[config.mk]
export PLATFORM = sky130hd
export DESIGN_NAME = sorted_priority_queue_with_ids_top
export DESIGN_NICKNAME = d
export VERILOG_FILES = /design/src/design/spqi_pkg.sv /design/src/design/sorted_priority_queue_with_ids_top.sv /design/src/design/spqi_cell.sv
export SDC_FILE = /design/constraint.sdc
export NUM_CORES = 1
export LEC_CHECK = 0
export ABC_AREA = 1
export BUFFER_PORTS_ARGS = -buffer_cell sky130_fd_sc_hd__buf_2
export CORE_MARGIN = 4
export CORE_UTILIZATION = 35
export DETAILED_ROUTE_END_ITERATION = 10
export PLACE_DENSITY = 0.49
export SETUP_SLACK_MARGIN = 0.1
export SYNTH_ARGS = -nofsm -noshare
export SYNTH_HDL_FRONTEND = slang
export SYNTH_SLANG_ARGS = --single-unit
[constraint.sdc]
create_clock -name clock -period 5.1 [get_ports clock]
set_input_delay 0.255 -clock clock [delete_from_list [all_inputs] [get_ports clock]]
set_output_delay 0.255 -clock clock [all_outputs]
set_load 0.02 [all_outputs]
[src/design/spqi_pkg.sv]
`timescale 1ns / 1ps
// ----------------------------------------------------------------------------
// spqi_pkg
// Shared codes and control types of the sorted priority queue.
// ----------------------------------------------------------------------------
package spqi_pkg;

   // Operation code carried in the request tuser
   typedef enum logic [1:0] {
      MODE_ADD    = 2'd0,
      MODE_REMOVE = 2'd1,
      MODE_CHANGE = 2'd2,
      MODE_POP    = 2'd3
   } mode_type;

   // Result code carried in the response tuser
   typedef enum logic [1:0] {
      ST_OK        = 2'd0,
      ST_NOT_FOUND = 2'd1,
      ST_EMPTY     = 2'd2,
      ST_FULL      = 2'd3
   } status_type;

   // Sequencer state: second pass of a priority change
   typedef enum logic {
      S_IDLE     = 1'b0,
      S_REINSERT = 1'b1
   } state_type;

   // Command broadcast to every cell of the row
   typedef struct packed {
      logic ins;  // insert new entry at its sorted place
      logic del;  // close the gap behind the first hit
   } cell_ctrl_type;

   // Width of the entry count field in the response
   localparam int COUNT_FIELD_BITS = 5;

endpackage

[src/design/sorted_priority_queue_with_ids_top.sv]
`timescale 1ns / 1ps
// ----------------------------------------------------------------------------
// sorted_priority_queue_with_ids_top
// Bounded priority queue of (id, priority) entries kept sorted in a cell row.
// ----------------------------------------------------------------------------
// Usage:
//   Requests enter on the req_ stream: tuser carries the operation (add,
//   remove by id, change priority, pop), tdata the priority and target id.
//   Every request gives exactly one transfer on the rsp_ stream: tuser holds
//   the status, tdata the id, the priority and the entry count afterwards.
//   Entries sit in a row of QUEUE_DEPTH cells sorted by ascending priority,
//   equal priorities in arrival order; each cell swaps data with its
//   neighbors, so insert, remove and pop finish in one pass through the row.
//   The response is registered, valid the cycle after the request transfer;
//   change priority answers after a remove pass and then an insert pass.
//   Throughput: one request per cycle for add, remove and pop while the
//   receiver keeps up; change priority blocks requests during its insert pass.
//   A request is taken while the sequencer is idle and the response register
//   is empty or being drained in the same cycle; when the receiver stalls, one
//   response is held and further requests wait.
//   Reset empties the queue and sets the next id to one; cell contents are
//   not cleared, only the entry count.
// ----------------------------------------------------------------------------
module sorted_priority_queue_with_ids_top #(
   parameter int QUEUE_DEPTH = 16,
   parameter int PRIO_BITS   = 8,
   parameter int ID_BITS     = 16,
   localparam int REQ_W = ((PRIO_BITS + ID_BITS + 7) / 8) * 8,
   localparam int RSP_W = ((ID_BITS + PRIO_BITS + spqi_pkg::COUNT_FIELD_BITS + 7) / 8) * 8
) (
   input  logic             clock,
   input  logic             reset,
   input  logic             req_tvalid,
   output logic             req_tready,
   input  logic [REQ_W-1:0] req_tdata,   // prio_in, target_id, zero pad
   input  logic [1:0]       req_tuser,   // mode
   output logic             rsp_tvalid,
   input  logic             rsp_tready,
   output logic [RSP_W-1:0] rsp_tdata,   // result_id, result_prio, entry_count, pad
   output logic [1:0]       rsp_tuser    // status
);
   import spqi_pkg::*;

   localparam int CNT_W = $clog2(QUEUE_DEPTH + 1);

   // Control and response registers
   state_type            state_ff, state_in;
   logic [CNT_W-1:0]     count_ff, count_in;
   logic [ID_BITS-1:0]   ident_ff, ident_in;
   logic [ID_BITS-1:0]   hold_id_ff, hold_id_in;
   logic [PRIO_BITS-1:0] hold_prio_ff, hold_prio_in;
   logic                 rsp_valid_ff, rsp_valid_in;
   status_type           rsp_status_ff, rsp_status_in;
   logic [ID_BITS-1:0]   rsp_id_ff, rsp_id_in;
   logic [PRIO_BITS-1:0] rsp_prio_ff, rsp_prio_in;
   logic [CNT_W-1:0]     rsp_count_ff, rsp_count_in;

   // Request fields
   mode_type             req_mode;
   logic [PRIO_BITS-1:0] req_prio;
   logic [ID_BITS-1:0]   req_target;
   logic                 req_fire;
   logic [ID_BITS-1:0]   ident_inc;

   // Row broadcast and chains
   cell_ctrl_type        ctrl;
   logic [ID_BITS-1:0]   new_id, match_id;
   logic [PRIO_BITS-1:0] new_prio;
   logic                 hit_seed;
   logic [QUEUE_DEPTH:0] le_chain;
   logic [QUEUE_DEPTH:0] hit_chain;
   logic [ID_BITS-1:0]   cell_id   [QUEUE_DEPTH];
   logic [PRIO_BITS-1:0] cell_prio [QUEUE_DEPTH];
   logic                 found;

   assign req_mode   = mode_type'(req_tuser);
   assign req_prio   = req_tdata[PRIO_BITS-1:0];
   assign req_target = req_tdata[PRIO_BITS+ID_BITS-1:PRIO_BITS];
   assign req_tready = (state_ff == S_IDLE) && (!rsp_valid_ff || rsp_tready);
   assign req_fire   = req_tvalid && req_tready;
   assign ident_inc  = ident_ff + ID_BITS'(1);
   assign found      = hit_chain[QUEUE_DEPTH];

   // Cell row
   assign le_chain[0]  = 1'b1;
   assign hit_chain[0] = hit_seed;

   for (genvar i = 0; i < QUEUE_DEPTH; i++) begin : g_cell
      logic [ID_BITS-1:0]   l_id, r_id;
      logic [PRIO_BITS-1:0] l_prio, r_prio;

      if (i == 0) begin : g_left_end
         assign l_id   = new_id;
         assign l_prio = new_prio;
      end else begin : g_left
         assign l_id   = cell_id[i-1];
         assign l_prio = cell_prio[i-1];
      end

      if (i == QUEUE_DEPTH - 1) begin : g_right_end
         assign r_id   = cell_id[i];
         assign r_prio = cell_prio[i];
      end else begin : g_right
         assign r_id   = cell_id[i+1];
         assign r_prio = cell_prio[i+1];
      end

      spqi_cell #(
         .PRIO_BITS (PRIO_BITS),
         .ID_BITS   (ID_BITS)
      ) u_cell (
         .clock      (clock),
         .ctrl       (ctrl),
         .occupied   (CNT_W'(i) < count_ff),
         .new_id     (new_id),
         .new_prio   (new_prio),
         .match_id   (match_id),
         .left_le    (le_chain[i]),
         .left_id    (l_id),
         .left_prio  (l_prio),
         .right_id   (r_id),
         .right_prio (r_prio),
         .hit_in     (hit_chain[i]),
         .le_out     (le_chain[i+1]),
         .hit_out    (hit_chain[i+1]),
         .id_out     (cell_id[i]),
         .prio_out   (cell_prio[i])
      );
   end

   // Sequencer: next state, row command and response
   always_comb begin
      state_in      = state_ff;
      count_in      = count_ff;
      ident_in      = ident_ff;
      hold_id_in    = hold_id_ff;
      hold_prio_in  = hold_prio_ff;
      rsp_valid_in  = rsp_valid_ff && !rsp_tready;
      rsp_status_in = rsp_status_ff;
      rsp_id_in     = rsp_id_ff;
      rsp_prio_in   = rsp_prio_ff;
      rsp_count_in  = rsp_count_ff;
      ctrl          = '0;
      new_id        = ident_ff;
      new_prio      = req_prio;
      match_id      = req_target;
      hit_seed      = 1'b0;

      unique case (state_ff)
         S_IDLE: begin
            if (req_mode == MODE_POP) begin
               hit_seed = 1'b1;
            end
            if (req_fire) begin
               rsp_valid_in  = 1'b1;
               rsp_status_in = ST_OK;
               rsp_id_in     = '0;
               rsp_prio_in   = '0;
               unique case (req_mode)
                  MODE_ADD: begin
                     if (count_ff == CNT_W'(QUEUE_DEPTH)) begin
                        rsp_status_in = ST_FULL;
                     end else begin
                        ctrl.ins  = 1'b1;
                        count_in  = count_ff + CNT_W'(1);
                        rsp_id_in = ident_ff;
                        ident_in  = (ident_inc == '0) ? ID_BITS'(1) : ident_inc;
                     end
                  end
                  MODE_REMOVE: begin
                     if (found) begin
                        ctrl.del = 1'b1;
                        count_in = count_ff - CNT_W'(1);
                     end else begin
                        rsp_status_in = ST_NOT_FOUND;
                     end
                  end
                  MODE_CHANGE: begin
                     if (found) begin
                        ctrl.del     = 1'b1;
                        count_in     = count_ff - CNT_W'(1);
                        hold_id_in   = req_target;
                        hold_prio_in = req_prio;
                        rsp_valid_in = 1'b0;
                        state_in     = S_REINSERT;
                     end else begin
                        rsp_status_in = ST_NOT_FOUND;
                     end
                  end
                  MODE_POP: begin
                     if (count_ff == '0) begin
                        rsp_status_in = ST_EMPTY;
                     end else begin
                        ctrl.del    = 1'b1;
                        count_in    = count_ff - CNT_W'(1);
                        rsp_id_in   = cell_id[0];
                        rsp_prio_in = cell_prio[0];
                     end
                  end
                  default: begin
                     rsp_status_in = ST_OK;
                  end
               endcase
               rsp_count_in = count_in;
            end
         end
         S_REINSERT: begin
            // second pass of a priority change; the row has room
            ctrl.ins      = 1'b1;
            new_id        = hold_id_ff;
            new_prio      = hold_prio_ff;
            count_in      = count_ff + CNT_W'(1);
            rsp_valid_in  = 1'b1;
            rsp_status_in = ST_OK;
            rsp_id_in     = '0;
            rsp_prio_in   = '0;
            rsp_count_in  = count_in;
            state_in      = S_IDLE;
         end
         default: begin
            state_in = S_IDLE;
         end
      endcase
   end

   // Control state
   always_ff @(posedge clock) begin
      if (reset) begin
         state_ff     <= S_IDLE;
         count_ff     <= '0;
         ident_ff     <= ID_BITS'(1);
         rsp_valid_ff <= 1'b0;
      end else begin
         state_ff     <= state_in;
         count_ff     <= count_in;
         ident_ff     <= ident_in;
         rsp_valid_ff <= rsp_valid_in;
      end
   end

   // Payload
   always_ff @(posedge clock) begin
      hold_id_ff    <= hold_id_in;
      hold_prio_ff  <= hold_prio_in;
      rsp_status_ff <= rsp_status_in;
      rsp_id_ff     <= rsp_id_in;
      rsp_prio_ff   <= rsp_prio_in;
      rsp_count_ff  <= rsp_count_in;
   end

   // Response packing
   always_comb begin
      rsp_tdata = '0;
      rsp_tdata[ID_BITS-1:0] = rsp_id_ff;
      rsp_tdata[ID_BITS+PRIO_BITS-1:ID_BITS] = rsp_prio_ff;
      for (int b = 0; b < COUNT_FIELD_BITS; b++) begin
         if (b < CNT_W) begin
            rsp_tdata[ID_BITS+PRIO_BITS+b] = rsp_count_ff[b];
         end
      end
   end

   assign rsp_tvalid = rsp_valid_ff;
   assign rsp_tuser  = rsp_status_ff;

   // Checks
   a_count_bound: assert property (@(posedge clock) disable iff (reset)
      count_ff <= CNT_W'(QUEUE_DEPTH))
      else $error("entry count beyond queue depth");

   a_ident_nonzero: assert property (@(posedge clock) disable iff (reset)
      ident_ff != '0)
      else $error("next id is zero");

   a_reinsert_slot_free: assert property (@(posedge clock) disable iff (reset)
      state_ff == S_REINSERT |-> !rsp_valid_ff)
      else $error("response pending during reinsert pass");

   a_reinsert_one_pass: assert property (@(posedge clock) disable iff (reset)
      state_ff == S_REINSERT |=> state_ff == S_IDLE && rsp_valid_ff)
      else $error("reinsert pass did not complete");

   a_pop_shrinks: assert property (@(posedge clock) disable iff (reset)
      req_fire && req_mode == MODE_POP && count_ff != '0
      |=> count_ff == $past(count_ff) - CNT_W'(1))
      else $error("pop did not remove an entry");

endmodule

[src/design/spqi_cell.sv]
`timescale 1ns / 1ps
// ----------------------------------------------------------------------------
// spqi_cell
// One slot of the sorted row: holds an entry, shifts left or right on command.
// ----------------------------------------------------------------------------
module spqi_cell #(
   parameter int PRIO_BITS = 8,
   parameter int ID_BITS   = 16
) (
   input  logic                   clock,
   input  spqi_pkg::cell_ctrl_type ctrl,
   input  logic                   occupied,   // slot holds a live entry
   input  logic [ID_BITS-1:0]     new_id,
   input  logic [PRIO_BITS-1:0]   new_prio,
   input  logic [ID_BITS-1:0]     match_id,
   input  logic                   left_le,    // left neighbor stays on insert
   input  logic [ID_BITS-1:0]     left_id,
   input  logic [PRIO_BITS-1:0]   left_prio,
   input  logic [ID_BITS-1:0]     right_id,
   input  logic [PRIO_BITS-1:0]   right_prio,
   input  logic                   hit_in,     // a hit lies further left
   output logic                   le_out,
   output logic                   hit_out,
   output logic [ID_BITS-1:0]     id_out,
   output logic [PRIO_BITS-1:0]   prio_out
);
   import spqi_pkg::*;

   logic [ID_BITS-1:0]   id_ff, id_in;
   logic [PRIO_BITS-1:0] prio_ff, prio_in;

   // Neighbor flags: sorted prefix and first-hit prefix
   assign le_out  = occupied && (prio_ff <= new_prio);
   assign hit_out = hit_in || (occupied && (id_ff == match_id));

   // Next slot contents
   always_comb begin
      id_in   = id_ff;
      prio_in = prio_ff;
      priority if (ctrl.del) begin
         if (hit_out) begin
            id_in   = right_id;
            prio_in = right_prio;
         end
      end else if (ctrl.ins) begin
         if (!le_out) begin
            if (left_le) begin
               id_in   = new_id;
               prio_in = new_prio;
            end else begin
               id_in   = left_id;
               prio_in = left_prio;
            end
         end
      end else begin
         // no command: hold
         id_in   = id_ff;
         prio_in = prio_ff;
      end
   end

   always_ff @(posedge clock) begin
      id_ff   <= id_in;
      prio_ff <= prio_in;
   end

   assign id_out   = id_ff;
   assign prio_out = prio_ff;

endmodule
==> flow_summary.ini <==
[synthesis]
ys_warn_count = 0
synth_top_cells_by_count = 1010 x nand2_1, 439 x edfxtp_1, 264 x inv_1, 259 x nor2_1, 177 x o21ai_0
syn_avg_cell_area_sq_um = 8.52
synth_cell_types = 56
synth.area.top_cells = edfxtp_1 44%, nand2_1 13%, ha_1 5.6%, inv_1 3.3%, nor2_1 3.2%
ys_async_sr_fraction_pct = 0
synth_most_common_cell = nand2_1
netlist.area_leader.share_pct = 43.5
synth_cells = 3555
synth-edff-count = 439
synth.largest_area_cell = edfxtp_1
synth-seq-area-share_pct = 45.1
ys.flop_type = edfxtp_1
synth_area_sq_mm = 0.0303
flop_and_latch_count_out_of_synthesis = 462

[layout]
nNetsFinal = 3761
antenna-diode-count = 0
drive_gt1_share_pct = 12.4
area.sequential_sq_mm = 0.0136
area.growth.synth_to_final_pct = 11.9
layout.filler_cells = 8650
total_area_of_multi_input_combinational_cells_sq_mm = 0.0143
design_area_sq_mm = 0.0339

[sta]
rsz0062_at_grt = no
timing.final.crit_period_ns = 4.36
min_period_over_period_pct = 85.4
setup_slack_ns = 0.742
final-hold-violation-count = 0
setup_viol = 0
setup_tns_ns = 0
timing.slew.headroom_pct = 32.4
finalClockSkew_ns = 0.0174
final_max_slew_viol_count = 0
timing.fmax_mhz = 229
tightestPinTransition_ns = 1.01

[hold_path]
min_delay_path_depth = 1
hold_path.class = input port to flop

[critical_path]
required_time_at_the_worst_slack_endpoint_ns = 5.42
timing.critical_path.cells = inv_1 -> or2_2 -> o21ai_2 -> buf_4 -> ha_1 -> nand2_1 -> inv_1 -> nand3_1 -> o21ai_0 -> nand2_1 -> buf_4 -> inv_2 -> o21ai_2 -> buf_4
timing.critical_path.to_type = flop
crit_path_max_fanout = 37
reg2reg_setup_slack_ns = 0.74
reg2reg_depth = 14
crit_top_cell = buf_4
cell_at_the_slowest_stage_of_the_critical_path = o21ai_0
kind_of_critical_path = flop to flop
worst-endpoint-arrival_ns = 4.68
cp_slowest_stage_delay_ns = 0.70
timing.critical_path.from_type = flop

[cts]
cts.root.buffer_cell = clkbuf_16
htree_num_levels = 2
worst_skew_pair.late_latency_ns = 0.63
tritoncts_clock_tree = built
clock_path_buffers = 3
clk_transition_reported_paths_ns = 0.06
post_cts_resized = 0
tritoncts.num_buffers = 57
cts_sinks = 462

[drt]
viasPerCell = 5.35
wl_um = 108000
total_via_count_after_detailed_routing = 25600
remaining_drc_errors = 0
dr.pass1.iters = 6
detail_route.wl_per_cell_um = 22.5
antenna_violating_nets_post_route = 0
drtIter0Drc = 2395

[global_route]
grt_util_all_layers_pct = 23.2
antenna_found_initial = 1
grt_max_degree = 100
globalRouteOverflowTotal = 0
grt_first_pass_wirelength_um = 161000
grt_pass1_vias = 24900

[die]
die-height_um = 302
fp.coreArea_sq_mm = 0.0855
num_rows = 107
dieArea_sq_mm = 0.0913
boundaryPins = 66
start_util_pct = 35.4
die-width_um = 302

[power]
total_leakage_power_uw = 0.0131
vdd.ir_drop.worst_uv = 255
power-per-cell-area_mw_per_mm2 = 326

[placed_design]
gpl.final_weighted_congestion = 0.903
dpl_worst_slack_ns = 0.856
portBuffers = 62
dpl.hpwl_um = 80100
dpl-instance-area_sq_mm = 0.0319

[run]
cap_violations = 0

[run_status]
outcome = finished clean
-- stage by stage --
step                      power (uW)  util, %  instances  hold WS, ns
final                          11000     39.6       4786       0.0667
after detailed placement        7030     37.3       4664        0.456
after floorplan                 6260        -       3557        0.354
after global placement          7010     37.3       4664        0.458
after global routing           11600     39.6       4786       0.0473
after CTS                      11100     39.6       4786       0.0308
-- worst max-delay path, delay by kind of cell (launching register included) --
family	cells	cell delay [ns]
AOI/OAI and AO/OA	3	0.88
adders and majority gates	1	0.19
buffers and inverters	6	1.81
DFF	1	0.49
and+or+nand+nor	4	0.59
-- sequential cells by signal, indices dropped and copies added (netlist names) --
name / flops
rsp_count_ff: 5
rsp_tvalid: 1
state_ff: 1
rsp_prio_ff: 8
count_ff: 5
g_cell.u_cell.prio_out: 128
hold_prio_ff: 8
hold_id_ff: 16
ident_ff: 16
rsp_id_ff: 16
rsp_tuser: 2
g_cell.u_cell.id_out: 256
-- layer usage --
metal	global-route usage, %	share of wire [%]
met3	3.06	5.8
met4	6.53	2.9
met5	0	0
met1	32.4	45
met2	37.7	46
-- report_power, final --
group,internal (uW),switching (uW),leakage [uW]
Combinational,760,1510,0.00803
Sequential,4520,198,0.00424
Clock,2340,1710,0.000875
-- final timing paths --
check | from | to
worst max-delay path | state_ff | g_cell[3].u_cell.prio_out[5]
worst min-delay path | req_tdata[10] | hold_id_ff[2]
worst max register to register | state_ff | g_cell[3].u_cell.prio_out[5]
worst min register to register | ident_ff[5] | ident_ff[5]
-- area by class of cell --
type / instances / area share [%]
Multi-Input combinational cell: 2581 / 42.3
Clock inverter: 38 / 0.971
Tap cell: 1144 / 4.22
Timing Repair Buffer: 200 / 4.61
Clock buffer: 68 / 4.33
Sequential cell: 462 / 40.3
Inverter: 293 / 3.28
-- cells in the final DEF, fill, tap and decap left out, drive strengths merged, types with 8 or more instances in the layout --
cell and count:
nand2 1017, o21a 11, nor3 26, a21oi 145
nand3 51, ha 136, xnor2 60, a31oi 193
o22ai 11, nor2 322, edfxtp 439, clkbuf 68
o21ai 297, buf 184, clkinv 41, nand4 53
o221ai 9, o211ai 111, inv 282, dlygate4sd3 16
or2 8, xor2 91, nor4 15, dfxtp 23
-- kinds of logic after synthesis --
kind of cell | synth area share, %
fa+ha+maj | 5.62
simple gates | 20.4
flops | 45.1
other cells | 0.0124
mux | 0.0331
xor+xnor | 4.37
compound gates | 16.5
buf+inv | 8.02
-- timing repair --
| action | 4_1_cts | 5_1_grt |
|---|---|---|
| endpoints found under the hold margin | 15 | 0 |
| buffers inserted | 0 | 0 |
| hold buffers | 16 | 0 |
No activity file was read; power rests on OpenSTA's default activity.
